$ cat src/sv/bsp_pkg.sv
// Shared types and constants for the SFLV stream parser.
// No dependencies; every other file imports this package.
package bsp_pkg;

    localparam int DEF_MAX_DEPTH = 16;
    localparam int DEF_POS_BITS  = 32;
    localparam int POS_MAX_BITS  = 48;
    localparam int DEPTH_MAX_BITS = 7;

    typedef enum logic [2:0] {
        PH_SEQ  = 3'd0,
        PH_FMT  = 3'd1,
        PH_LEN  = 3'd2,
        PH_INT  = 3'd3,
        PH_STR  = 3'd4,
        PH_ENUM = 3'd5,
        PH_SKIP = 3'd6,
        PH_BOOL = 3'd7
    } t_phase;

    localparam logic [2:0] K_HEADER = 3'd0;
    localparam logic [2:0] K_INT    = 3'd1;
    localparam logic [2:0] K_BOOL   = 3'd2;
    localparam logic [2:0] K_ENUM   = 3'd3;
    localparam logic [2:0] K_STRB   = 3'd4;
    localparam logic [2:0] K_CUT    = 3'd5;
    localparam logic [2:0] K_ENDED  = 3'd6;

    localparam logic [3:0] FMT_SET   = 4'd1;
    localparam logic [3:0] FMT_ARRAY = 4'd2;
    localparam logic [3:0] FMT_INT   = 4'd3;
    localparam logic [3:0] FMT_ENUM  = 4'd4;
    localparam logic [3:0] FMT_STR   = 4'd5;
    localparam logic [3:0] FMT_BOOL  = 4'd6;

    typedef struct packed {
        logic                    push;
        logic [POS_MAX_BITS-1:0] push_decl;
        logic [POS_MAX_BITS-1:0] push_close;
        logic                    done;
        logic                    clear;
        logic [POS_MAX_BITS-1:0] pos;
    } t_stk_ctl;

    typedef struct packed {
        logic [DEPTH_MAX_BITS-1:0] depth;
        logic [POS_MAX_BITS-1:0]   top_decl;
    } t_stk_sts;

    typedef struct packed {
        logic [1:0] cnt;
        logic [2:0] k0;
        logic [2:0] k1;
    } t_res;

endpackage

$ cat src/sv/bsp_stack.sv
// Container end stack of the SFLV parser, one compare lane per entry.
// Depends on bsp_pkg.
module bsp_stack #(
    parameter int MAX_DEPTH = bsp_pkg::DEF_MAX_DEPTH,
    parameter int POS_BITS  = bsp_pkg::DEF_POS_BITS
) (
    input  logic              i_clk,
    input  logic              i_rst_n,
    input  bsp_pkg::t_stk_ctl i_ctl,
    output bsp_pkg::t_stk_sts o_sts
);
    import bsp_pkg::*;

    localparam int DW = $clog2(MAX_DEPTH + 1);
    localparam int IW = (MAX_DEPTH > 1) ? $clog2(MAX_DEPTH) : 1;

    logic [POS_BITS-1:0] r_decl  [MAX_DEPTH];
    logic [POS_BITS-1:0] r_close [MAX_DEPTH];
    logic [DW-1:0]       r_depth;
    logic [DW-1:0]       n_depth;
    logic [DW-1:0]       depth_m1;
    logic [DW-1:0]       depth_p;
    logic [POS_BITS-1:0] pos;
    logic [POS_BITS-1:0] pdecl;
    logic [POS_BITS-1:0] pclose;
    logic [MAX_DEPTH-1:0] open;

    assign pos      = i_ctl.pos[POS_BITS-1:0];
    assign pdecl    = i_ctl.push_decl[POS_BITS-1:0];
    assign pclose   = i_ctl.push_close[POS_BITS-1:0];
    assign depth_m1 = r_depth - DW'(1);
    assign depth_p  = r_depth + DW'(i_ctl.push);

    // Each lane tells whether its container is still open at the new position,
    // with a same-cycle push taken into account.
    always_comb begin
        for (int d = 0; d < MAX_DEPTH; d++) begin
            if (i_ctl.push && (DW'(d) == r_depth)) begin
                open[d] = (pos < pdecl) && (pos < pclose);
            end else begin
                open[d] = (pos < r_decl[d]) && (pos < r_close[d]);
            end
        end
    end

    always_comb begin
        n_depth = depth_p;
        if (i_ctl.done) begin
            n_depth = '0;
            for (int d = 0; d < MAX_DEPTH; d++) begin
                if ((DW'(d) < depth_p) && open[d]) begin
                    n_depth = DW'(d + 1);
                end
            end
        end
        if (i_ctl.clear) begin
            n_depth = '0;
        end
    end

    always_ff @(posedge i_clk) begin
        if (!i_rst_n) begin
            r_depth <= '0;
        end else begin
            r_depth <= n_depth;
        end
    end

    always_ff @(posedge i_clk) begin
        if (i_ctl.push) begin
            r_decl[r_depth[IW-1:0]]  <= pdecl;
            r_close[r_depth[IW-1:0]] <= pclose;
        end
    end

    assign o_sts.depth    = DEPTH_MAX_BITS'(r_depth);
    assign o_sts.top_decl = POS_MAX_BITS'(r_decl[depth_m1[IW-1:0]]);

endmodule

$ cat src/sv/bsp_parser.sv
// Per-byte SFLV parse step with its state registers.
// Depends on bsp_pkg; drives the end stack through t_stk_ctl.
module bsp_parser #(
    parameter int MAX_DEPTH = bsp_pkg::DEF_MAX_DEPTH,
    parameter int POS_BITS  = bsp_pkg::DEF_POS_BITS
) (
    input  logic              i_clk,
    input  logic              i_rst_n,
    input  logic              i_en,
    input  logic [7:0]        i_byte,
    input  logic              i_last,
    input  bsp_pkg::t_stk_sts i_sts,
    output bsp_pkg::t_stk_ctl o_ctl,
    output bsp_pkg::t_res     o_res
);
    import bsp_pkg::*;

    localparam int DW = $clog2(MAX_DEPTH + 1);

    t_phase              r_phase, n_phase;
    logic [POS_BITS-1:0] r_pos, n_pos;
    logic [63:0]         r_acc, n_acc;
    logic [6:0]          r_shift, n_shift;
    logic [3:0]          r_fmt, n_fmt;
    logic [63:0]         r_rem, n_rem;

    logic [DW-1:0]       depth;
    logic [POS_BITS-1:0] decl;
    logic                at_end;
    logic                fit;
    logic [POS_BITS-1:0] cend;
    logic [63:0]         acc_f;
    logic [6:0]          shift_f;
    logic                vdone;
    logic [63:0]         rem_dec;
    logic                a_v, b_v, c_v;
    logic [2:0]          a_k, b_k, c_k;
    logic                push, done;
    logic [POS_BITS-1:0] push_close;

    assign n_pos  = r_pos + POS_BITS'(1);
    assign depth  = i_sts.depth[DW-1:0];
    assign decl   = i_sts.top_decl[POS_BITS-1:0];
    assign at_end = (depth != '0) && (n_pos >= decl);
    assign fit    = (depth == '0) ||
                    ((decl >= n_pos) && (acc_f <= 64'(decl - n_pos)));
    assign cend   = (acc_f > 64'(~n_pos)) ? '1 : n_pos + acc_f[POS_BITS-1:0];
    assign rem_dec = (r_rem != '0) ? r_rem - 64'd1 : r_rem;
    assign push_close = (depth != '0) ? decl : cend;

    // Varint group: overflowing bits end the varint with value zero.
    always_comb begin
        acc_f   = r_acc;
        shift_f = r_shift;
        vdone   = 1'b0;
        if (r_shift[6]) begin
            if (i_byte[6:0] != 7'd0) begin
                acc_f = '0;
                vdone = 1'b1;
            end
        end else begin
            acc_f = r_acc | (64'(i_byte[6:0]) << r_shift[5:0]);
        end
        if (!vdone) begin
            vdone = !i_byte[7];
            if (r_shift[6] || (r_shift + 7'd7 >= 7'd64)) begin
                shift_f = 7'd64;
            end else begin
                shift_f = r_shift + 7'd7;
            end
        end
    end

    always_comb begin
        n_phase = r_phase;
        n_acc   = r_acc;
        n_shift = r_shift;
        n_fmt   = r_fmt;
        n_rem   = r_rem;
        a_v = 1'b0; a_k = K_HEADER;
        b_v = 1'b0; b_k = K_HEADER;
        c_v = 1'b0; c_k = K_CUT;
        push = 1'b0;
        done = 1'b0;
        case (r_phase)
            PH_SEQ: begin
                n_acc   = acc_f;
                n_shift = shift_f;
                if (vdone) begin
                    if (at_end) begin
                        a_v = 1'b1; a_k = K_CUT; done = 1'b1;
                    end else begin
                        n_phase = PH_FMT;
                    end
                end else if (at_end) begin
                    a_v = 1'b1; a_k = K_CUT; done = 1'b1;
                end
            end
            PH_FMT: begin
                n_fmt = i_byte[3:0];
                if (at_end) begin
                    a_v = 1'b1; a_k = K_CUT; done = 1'b1;
                end else begin
                    n_acc = '0; n_shift = '0; n_phase = PH_LEN;
                end
            end
            PH_LEN: begin
                n_acc   = acc_f;
                n_shift = shift_f;
                if (vdone) begin
                    a_v = 1'b1; a_k = K_HEADER;
                    case (r_fmt)
                        FMT_SET, FMT_ARRAY: begin
                            if (depth >= DW'(MAX_DEPTH)) begin
                                if (acc_f == '0) begin
                                    done = 1'b1;
                                end else begin
                                    n_rem = acc_f; n_phase = PH_SKIP;
                                end
                            end else begin
                                push = 1'b1; done = 1'b1;
                            end
                        end
                        FMT_INT: begin
                            if ((acc_f == '0) || !fit) begin
                                b_v = 1'b1; b_k = K_INT; done = 1'b1;
                            end else begin
                                n_rem = acc_f; n_phase = PH_INT;
                            end
                        end
                        FMT_ENUM: begin
                            if (at_end) begin
                                b_v = 1'b1; b_k = K_ENUM; done = 1'b1;
                            end else begin
                                n_acc = '0; n_shift = '0; n_phase = PH_ENUM;
                            end
                        end
                        FMT_STR: begin
                            if ((acc_f == '0) || !fit) begin
                                done = 1'b1;
                            end else begin
                                n_rem = acc_f; n_phase = PH_STR;
                            end
                        end
                        FMT_BOOL: begin
                            if (at_end) begin
                                done = 1'b1;
                            end else begin
                                n_phase = PH_BOOL;
                            end
                        end
                        default: begin
                            if (acc_f == '0) begin
                                done = 1'b1;
                            end else begin
                                n_rem = acc_f; n_phase = PH_SKIP;
                            end
                        end
                    endcase
                end else if (at_end) begin
                    a_v = 1'b1; a_k = K_CUT; done = 1'b1;
                end
            end
            PH_INT: begin
                n_rem = rem_dec;
                if (rem_dec == '0) begin
                    a_v = 1'b1; a_k = K_INT; done = 1'b1;
                end
            end
            PH_STR: begin
                n_rem = rem_dec;
                a_v = 1'b1; a_k = K_STRB;
                if (rem_dec == '0) begin
                    done = 1'b1;
                end
            end
            PH_ENUM: begin
                n_acc   = acc_f;
                n_shift = shift_f;
                if (vdone || at_end) begin
                    a_v = 1'b1; a_k = K_ENUM; done = 1'b1;
                end
            end
            PH_SKIP: begin
                n_rem = rem_dec;
                if (rem_dec == '0) begin
                    done = 1'b1;
                end
            end
            default: begin
                a_v = 1'b1; a_k = K_BOOL; done = 1'b1;
            end
        endcase
        if (done) begin
            n_phase = PH_SEQ; n_acc = '0; n_shift = '0;
        end
        if (i_last) begin
            if (n_phase == PH_SEQ) begin
                c_v = (n_shift != '0);
            end else begin
                c_v = 1'b1;
                c_k = (n_phase <= PH_LEN) ? K_CUT : K_ENDED;
            end
        end
    end

    // At most two results are kept, in header, value, end-of-stream order.
    always_comb begin
        o_res.cnt = '0;
        o_res.k0  = a_k;
        o_res.k1  = b_k;
        if (a_v) begin
            o_res.k0 = a_k;
            if (b_v) begin
                o_res.k1 = b_k; o_res.cnt = 2'd2;
            end else if (c_v) begin
                o_res.k1 = c_k; o_res.cnt = 2'd2;
            end else begin
                o_res.cnt = 2'd1;
            end
        end else if (b_v) begin
            o_res.k0 = b_k;
            o_res.k1 = c_k;
            o_res.cnt = c_v ? 2'd2 : 2'd1;
        end else if (c_v) begin
            o_res.k0 = c_k; o_res.cnt = 2'd1;
        end
        if (!i_en) begin
            o_res.cnt = '0;
        end
    end

    assign o_ctl.push       = i_en && push && !i_last;
    assign o_ctl.push_decl  = POS_MAX_BITS'(cend);
    assign o_ctl.push_close = POS_MAX_BITS'(push_close);
    assign o_ctl.done       = i_en && done;
    assign o_ctl.clear      = i_en && i_last;
    assign o_ctl.pos        = POS_MAX_BITS'(n_pos);

    always_ff @(posedge i_clk) begin
        if (!i_rst_n || (i_en && i_last)) begin
            r_phase <= PH_SEQ;
            r_pos   <= '0;
            r_acc   <= '0;
            r_shift <= '0;
            r_fmt   <= '0;
            r_rem   <= '0;
        end else if (i_en) begin
            r_phase <= n_phase;
            r_pos   <= n_pos;
            r_acc   <= n_acc;
            r_shift <= n_shift;
            r_fmt   <= n_fmt;
            r_rem   <= n_rem;
        end
    end

endmodule

$ cat src/sv/bsp_fifo.sv
// Four-entry result queue taking up to two kinds a cycle, giving one unless stalled.
// Depends on bsp_pkg.
module bsp_fifo (
    input  logic          i_clk,
    input  logic          i_rst_n,
    input  bsp_pkg::t_res i_res,
    output logic          o_valid,
    output logic [2:0]    o_kind,
    input  logic          i_stall,
    output logic          o_full,
    output logic [2:0]    o_count
);
    import bsp_pkg::*;

    logic [2:0] r_mem [4];
    logic [1:0] r_wp, r_rp;
    logic [2:0] r_count;
    logic       pop;

    assign o_valid = (r_count != 3'd0);
    assign pop     = o_valid && !i_stall;
    assign o_kind  = r_mem[r_rp];
    assign o_full  = (r_count > 3'd2);
    assign o_count = r_count;

    always_ff @(posedge i_clk) begin
        if (!i_rst_n) begin
            r_wp    <= '0;
            r_rp    <= '0;
            r_count <= '0;
        end else begin
            r_wp    <= r_wp + i_res.cnt;
            r_rp    <= r_rp + 2'(pop);
            r_count <= r_count + 3'(i_res.cnt) - 3'(pop);
        end
    end

    always_ff @(posedge i_clk) begin
        if (i_res.cnt != 2'd0) begin
            r_mem[r_wp] <= i_res.k0;
        end
        if (i_res.cnt == 2'd2) begin
            r_mem[r_wp + 2'd1] <= i_res.k1;
        end
    end

endmodule

$ cat src/sv/bej_sflv_stream_parser_top.sv
// SFLV stream parser top level: one byte per request, one kind per result request.
// Results: an accepted byte's kinds enter the queue behind any earlier ones.
// Throughput: one byte per cycle; a byte is refused while the result queue
// holds more than two kinds, so only a stalled output side slows it down.
// Reset: synchronous, active low; a taken last byte also clears parser and stack.
// Depends on bsp_pkg, bsp_stack, bsp_parser and bsp_fifo.
module bej_sflv_stream_parser_top #(
    parameter int MAX_DEPTH = bsp_pkg::DEF_MAX_DEPTH,
    parameter int POS_BITS  = bsp_pkg::DEF_POS_BITS
) (
    input  logic       i_clk,
    input  logic       i_rst_n,
    input  logic       i_valid,
    input  logic [7:0] i_data_byte,
    input  logic       i_last_byte,
    output logic       o_stall,
    output logic       o_valid,
    output logic [2:0] o_kind,
    input  logic       i_stall
);
    import bsp_pkg::*;

    // The parser does all of a byte's work in the cycle it is accepted: the
    // state registers update and up to two result kinds enter the queue.
    // Container ends live in a small stack whose lanes each compare their
    // own end against the new position, so several nested containers can
    // close at once, within the parse step of a single byte.

    t_stk_ctl   stk_ctl;
    t_stk_sts   stk_sts;
    t_res       res;
    logic       full;
    logic [2:0] count;
    logic       accept;

    assign o_stall = full;
    assign accept  = i_valid && !full;

    bsp_stack #(.MAX_DEPTH(MAX_DEPTH), .POS_BITS(POS_BITS)) u_stack (
        .i_clk   (i_clk),
        .i_rst_n (i_rst_n),
        .i_ctl   (stk_ctl),
        .o_sts   (stk_sts)
    );

    bsp_parser #(.MAX_DEPTH(MAX_DEPTH), .POS_BITS(POS_BITS)) u_parser (
        .i_clk   (i_clk),
        .i_rst_n (i_rst_n),
        .i_en    (accept),
        .i_byte  (i_data_byte),
        .i_last  (i_last_byte),
        .i_sts   (stk_sts),
        .o_ctl   (stk_ctl),
        .o_res   (res)
    );

    bsp_fifo u_fifo (
        .i_clk   (i_clk),
        .i_rst_n (i_rst_n),
        .i_res   (res),
        .o_valid (o_valid),
        .o_kind  (o_kind),
        .i_stall (i_stall),
        .o_full  (full),
        .o_count (count)
    );

    // The queue can never overflow its four entries.
    a_fifo_bound: assert property (@(posedge i_clk) disable iff (!i_rst_n)
        count <= 3'd4) else $error("result queue overflow");

    // A byte marked last leaves no container open.
    a_last_clears: assert property (@(posedge i_clk) disable iff (!i_rst_n)
        (accept && i_last_byte) |=> (stk_sts.depth == '0))
        else $error("stack not cleared after last byte");

    // Nesting never exceeds the configured depth.
    a_depth_bound: assert property (@(posedge i_clk) disable iff (!i_rst_n)
        stk_sts.depth <= DEPTH_MAX_BITS'(MAX_DEPTH))
        else $error("stack depth out of range");

    // No result enters the queue without an accepted byte.
    a_no_idle_result: assert property (@(posedge i_clk) disable iff (!i_rst_n)
        !accept |-> (res.cnt == 2'd0)) else $error("result without request");

endmodule
$ cat config.mk
export PLATFORM = sky130hd
export DESIGN_NAME = bej_sflv_stream_parser_top
export DESIGN_NICKNAME = d
export VERILOG_FILES = /design/src/sv/bsp_pkg.sv /design/src/sv/bsp_stack.sv /design/src/sv/bsp_parser.sv /design/src/sv/bsp_fifo.sv /design/src/sv/bej_sflv_stream_parser_top.sv
export SDC_FILE = /design/constraint.sdc
export NUM_CORES = 2
export LEC_CHECK = 0
export ABC_AREA = 1
export BUFFER_PORTS_ARGS = -buffer_cell sky130_fd_sc_hd__buf_2
export CORE_MARGIN = 4
export CORE_UTILIZATION = 65
export CTS_BUF_LIST = sky130_fd_sc_hd__clkbuf_8
export DETAILED_ROUTE_END_ITERATION = 16
export PLACE_DENSITY_LB_ADDON = 0.1
export SYNTH_ARGS = -nofsm -noshare
export SYNTH_HDL_FRONTEND = slang
export SYNTH_SLANG_ARGS = --single-unit
$ cat constraint.sdc
create_clock -name i_clk -period 14.4 [get_ports i_clk]
set_input_delay 2.88 -clock i_clk [delete_from_list [all_inputs] [get_ports i_clk]]
set_output_delay 2.88 -clock i_clk [all_outputs]
set_load 0.02 [all_outputs]
==> results.md <==
- The flow ran to the end, and the final reports show no timing, DRC or antenna violations.
- The switching power total is 5.264 mW.
- In the synthesized netlist, the number of instances is 8713.
- The worst register-to-register path ends at u_fifo.o_count[2].
- For this block, the via count after detailed routing is 65940.
- Port buffering added 17 buffers.
- The count of pins over their slew limit is 0.
- The first-pass GRT wire length is 381.0 mm.
- The initial cell density of the core is 65.72%.
- When the netlist entered floorplanning its net count stood at 9910.
- The share of the clock period used by the worst path is 82.01%.
- From synthesis to final layout, the design area changed by 7.924%.
- In this design, the stage delay of the slowest critical-path cell is 0.57 ns.
- The H-tree generated during clock tree synthesis spans 4 levels.
- The sum of routed wire length over all layers is 255.9 mm.
- For the worst setup path, the data required time is 15.21 ns.
- After synthesis, the netlist uses 70 different library cells.
- The worst register-to-register path begins at u_stack.r_depth[0].
- The leading cell type in the layout, fill and taps excluded is sky130_fd_sc_hd__inv_1.
- VDD sags by at most 0.0001484 V.
- The total of fill cells in the finished design is 9343.
- Combinational cells account for 39.8% of the total power.
- In this run, synthesis inferred 1036 flip-flops with an integrated enable.
- For the pin with the worst max-slew slack, the measured transition is 1.289 ns.
- The first-pass iteration count of the detailed router is 9.
- The clock tree from TritonCTS is yes.
- The initial detailed-routing violation count is 7958.
- The wire length per cell is 24.10 µm.
- The class of the most critical setup path is register to register.
- The internal power of the cells totals 7.259 mW.
- The instance count along the most critical hold path is 2.
- The core region area is 0.1204 mm².
- The startpoint type of the worst setup path is a register.
- TritonCTS created 205 clock buffers.
- In the final timing run, aggregate negative setup slack is 0 ns.
- The number of buffers inserted by post-CTS setup repair is 0.
- The sequential cell area fraction in the yosys report is 44.00%.
- Summed over all cells, the static leakage comes to 40.33 nW.
- Per report_power, the sequential group accounts for 36.7% of the total.
- The critical path endpoint is u_fifo.o_count[2].
- After layout, the minimum clock period comes to 11.81 ns.
- The number of routed nets with antenna violations is 0.
- Setup violations remaining at the end of the flow were counted as 0.
- The number of global-route vias before repair is 63880.
- The overflow left after global routing is 0.
- In the final design database the tool counted 10030 nets.
- The root buffer cell chosen for the clock tree is sky130_fd_sc_hd__clkbuf_8.
- The relative slew slack is 13.66%.
- After clock tree synthesis, the flow added hold-fix buffers numbering 0.
- The longest clock path from root to sink contains 3 buffers.
- Hold timing on the final database bottoms out at a slack of 0.4662 ns.
- After synthesis the netlist holds a flip-flop and latch count of 1222.
- Leaving out fill and tap cells, the most frequent cells in the layout are sky130_fd_sc_hd__inv_1, sky130_fd_sc_hd__ha_1, sky130_fd_sc_hd__nand2_1.
- The launching element of the worst setup path is u_stack.r_depth[0].
- The cell row count is 127.
- Among all flip-flop cells after synthesis, the most frequent one is sky130_fd_sc_hd__edfxtp_1.
- The clock skew is 0.07309 ns.
- The clock network burns 23.4% of the power.
- The last weighted congestion value of the routability-driven placer is 1.028.
- The depth of the worst register-to-register path is 69.
- After clock tree synthesis, the clock-pin slew on the worst setup and hold paths is 0.07 ns.
- The per-cell via count in the routed design is 6.209.
- Of the post-synthesis cell area, the dominant cell type holds 39.30%.
- Entering global routing, the biggest net connects 162 pins.
- The die covers 0.1274 mm².
- From left edge to right edge, the die measures 357.0 µm.
- The power density normalized to cell area is 146.6 mW/mm².
- The initial antenna violation count came to 9.
- The count of warnings emitted by yosys is 0.
- The number of gates resized after CTS was 0.
- The fraction of final layout cells with drive strength greater than 1 is 5.841%.
- The average instance in the mapped netlist occupies 9.085 µm².
- Counting every sink on the clock net gives 1222.
- The number of top-level pins is 18.
- Timing would allow up to 0.08468 GHz.
- The standard cell with the maximum stage delay on the critical path is sky130_fd_sc_hd__inv_6.
- Setup repair after global routing left no endpoint under its margin.
- The die span in y is 357.0 µm.
- The cell area that synthesis handed to floorplanning was 0.07916 mm².
- The internal reg-to-reg setup slack is 2.59 ns.
- The most used cell along the critical path is sky130_fd_sc_hd__nand2_1.
- The clock latency on the worst-skew pair is 0.97 ns.
- The count of unresolved DRC violations after routing is 0.
- The total global-route track usage is 39.65%.
- The number of maximum-capacitance violations is 0.
- In this run the worst path has a maximum fanout of 100.
- The dominant cell type by area after synthesis is sky130_fd_sc_hd__edfxtp_1.
- The async set or reset register ratio after synthesis is 0%.
- Net switching is 42.03% of the power.
- Detailed placement finished with a half-perimeter wire length of 177.8 mm.
- The total count of hold-check failures in the final report is 0.
- The critical path arrival is 12.62 ns.
- The worst setup path is captured at a register.
- The tightest min-delay check is of the register to register type.
- Yosys attributes the largest share of cell area to sky130_fd_sc_hd__edfxtp_1, sky130_fd_sc_hd__ha_1, sky130_fd_sc_hd__inv_1, sky130_fd_sc_hd__a21oi_1, sky130_fd_sc_hd__nand2_1.
==> cell usage after synthesis, types with 11 or more instances <==
| cell type | number |
|---|---|
| sky130_fd_sc_hd__a211oi_1 | 136 |
| sky130_fd_sc_hd__a21o_1 | 29 |
| sky130_fd_sc_hd__a21oi_1 | 987 |
| sky130_fd_sc_hd__a31oi_1 | 39 |
| sky130_fd_sc_hd__buf_1 | 30 |
| sky130_fd_sc_hd__buf_2 | 25 |
| sky130_fd_sc_hd__clkbuf_1 | 157 |
| sky130_fd_sc_hd__dfxtp_1 | 186 |
| sky130_fd_sc_hd__edfxtp_1 | 1036 |
| sky130_fd_sc_hd__ha_1 | 1181 |
| sky130_fd_sc_hd__inv_1 | 1536 |
| sky130_fd_sc_hd__inv_2 | 16 |
| sky130_fd_sc_hd__nand2_1 | 1136 |
| sky130_fd_sc_hd__nand2_2 | 13 |
| sky130_fd_sc_hd__nand3_1 | 461 |
| sky130_fd_sc_hd__nand3b_1 | 13 |
| sky130_fd_sc_hd__nand4_1 | 132 |
| sky130_fd_sc_hd__nor2_1 | 455 |
| sky130_fd_sc_hd__nor2_2 | 11 |
| sky130_fd_sc_hd__nor3_1 | 70 |
| sky130_fd_sc_hd__nor4_1 | 40 |
| sky130_fd_sc_hd__o2111ai_1 | 12 |
| sky130_fd_sc_hd__o211ai_1 | 53 |
| sky130_fd_sc_hd__o21a_1 | 14 |
| sky130_fd_sc_hd__o21ai_0 | 590 |
| sky130_fd_sc_hd__o21ai_1 | 17 |
| sky130_fd_sc_hd__o21bai_1 | 15 |
| sky130_fd_sc_hd__o221ai_1 | 31 |
| sky130_fd_sc_hd__or2_2 | 16 |
| sky130_fd_sc_hd__xnor2_1 | 24 |
| sky130_fd_sc_hd__xor2_1 | 106 |
==> state kept, by name, summed over array words and instances, names as in the netlist, 3 cells and up <==
name and cells:
u_stack.r_close 512, u_parser.r_phase 3, u_stack.r_decl 512, u_stack.r_depth 5, u_parser.r_rem 64, u_parser.r_fmt 4
u_fifo.r_mem 12, u_parser.r_shift 7, u_parser.r_pos 32, u_parser.r_acc 64, u_fifo.o_count 3
==> cells by family (layout without fill, tap and decap cells) <==
logic type | Yosys count | in the layout | synth area share, %
flip-flops | 1222 | 1222 | 44.00
XOR/XNOR | 131 | 131 | 1.459
AO/OA/AOI/OAI | 1996 | 1996 | 13.97
buffers and inverters | 1778 | 2070 | 8.516
AND/OR/NAND/NOR | 2402 | 2402 | 13.31
adder cells (fa/ha/maj) | 1184 | 1184 | 18.74
other | 0 | 3 | 0
==> layout make-up <==
class | count | area (µm²) | share of cell area, %
Tap cell | 1612 | 2017 | 2.361
Multi-Input combinational cell | 5713 | 37960 | 44.43
Clock inverter | 152 | 676.9 | 0.7923
Antenna cell | 3 | 7.507 | 0.008787
Inverter | 1561 | 5873 | 6.875
Clock buffer | 226 | 3110 | 3.641
Timing Repair Buffer | 131 | 953.4 | 1.116
Sequential cell | 1222 | 34840 | 40.78
==> through the flow <==
| stage | cells | instance area, µm² | power, mW | worst slack (ns) | util [%] |
|---|---|---|---|---|---|
| 6_report | 10620 | 85430 | 12.52 | 2.591 | 70.93 |
| 5_1_grt | 10620 | 85430 | 13.12 | 1.474 | 70.93 |
| 4_1_cts | 10620 | 85420 | 12.38 | 2.824 | 70.92 |
| 3_5_place_dp | 10240 | 81640 | 9.486 | 2.860 | 67.78 |
| 3_3_place_gp | 10240 | 81640 | 9.368 | 2.999 | 67.78 |
| 2_1_floorplan | 8713 | 79160 | 7.595 | 3.304 | - |
==> routing by layer <==
metal | global-route usage [%] | vias up | wire length, µm
met5 | 0 | - | 66
met1 | 50.91 | 30810 | 97620
li1 | - | 30550 | -
met2 | 60.42 | 3732 | 110000
met4 | 23.10 | 10 | 17230
met3 | 11.03 | 840 | 30950
==> power by group through the flow <==
stage | Clock, mW | Combinational, mW | Sequential [mW]
6_report | 2.93 | 4.99 | 4.60
3_3_place_gp | 0 | 4.70 | 4.67
4_1_cts | 2.95 | 4.84 | 4.60
5_1_grt | 3.12 | 5.39 | 4.61
2_1_floorplan | 0 | 2.98 | 4.62
3_5_place_dp | 0 | 4.82 | 4.67
==> worst min path at each step <==
stage	start	to	slack, ns
finish	u_parser.r_acc[29]	u_parser.r_acc[29]	0.47
global route	u_parser.r_acc[18]	u_parser.r_acc[18]	0.48
CTS	u_parser.r_acc[18]	u_parser.r_acc[18]	0.46
detailed placement	u_parser.r_acc[5]	u_parser.r_acc[5]	0.45
global placement	u_parser.r_acc[9]	u_parser.r_acc[9]	0.45
floorplan	u_parser.r_acc[29]	u_parser.r_acc[29]	0.43
==> critical path: cells and delay by family, from the launching register on <==
kind / cells / cell delay (ns)
AO/OA/AOI/OAI: 13 / 2.45
XOR/XNOR: 3 / 0.46
adder cells (fa/ha/maj): 7 / 2.01
buffers and inverters: 13 / 2.22
flip-flops: 1 / 0.49
AND/OR/NAND/NOR: 33 / 4.00
Power figures use the tool's default switching activity.
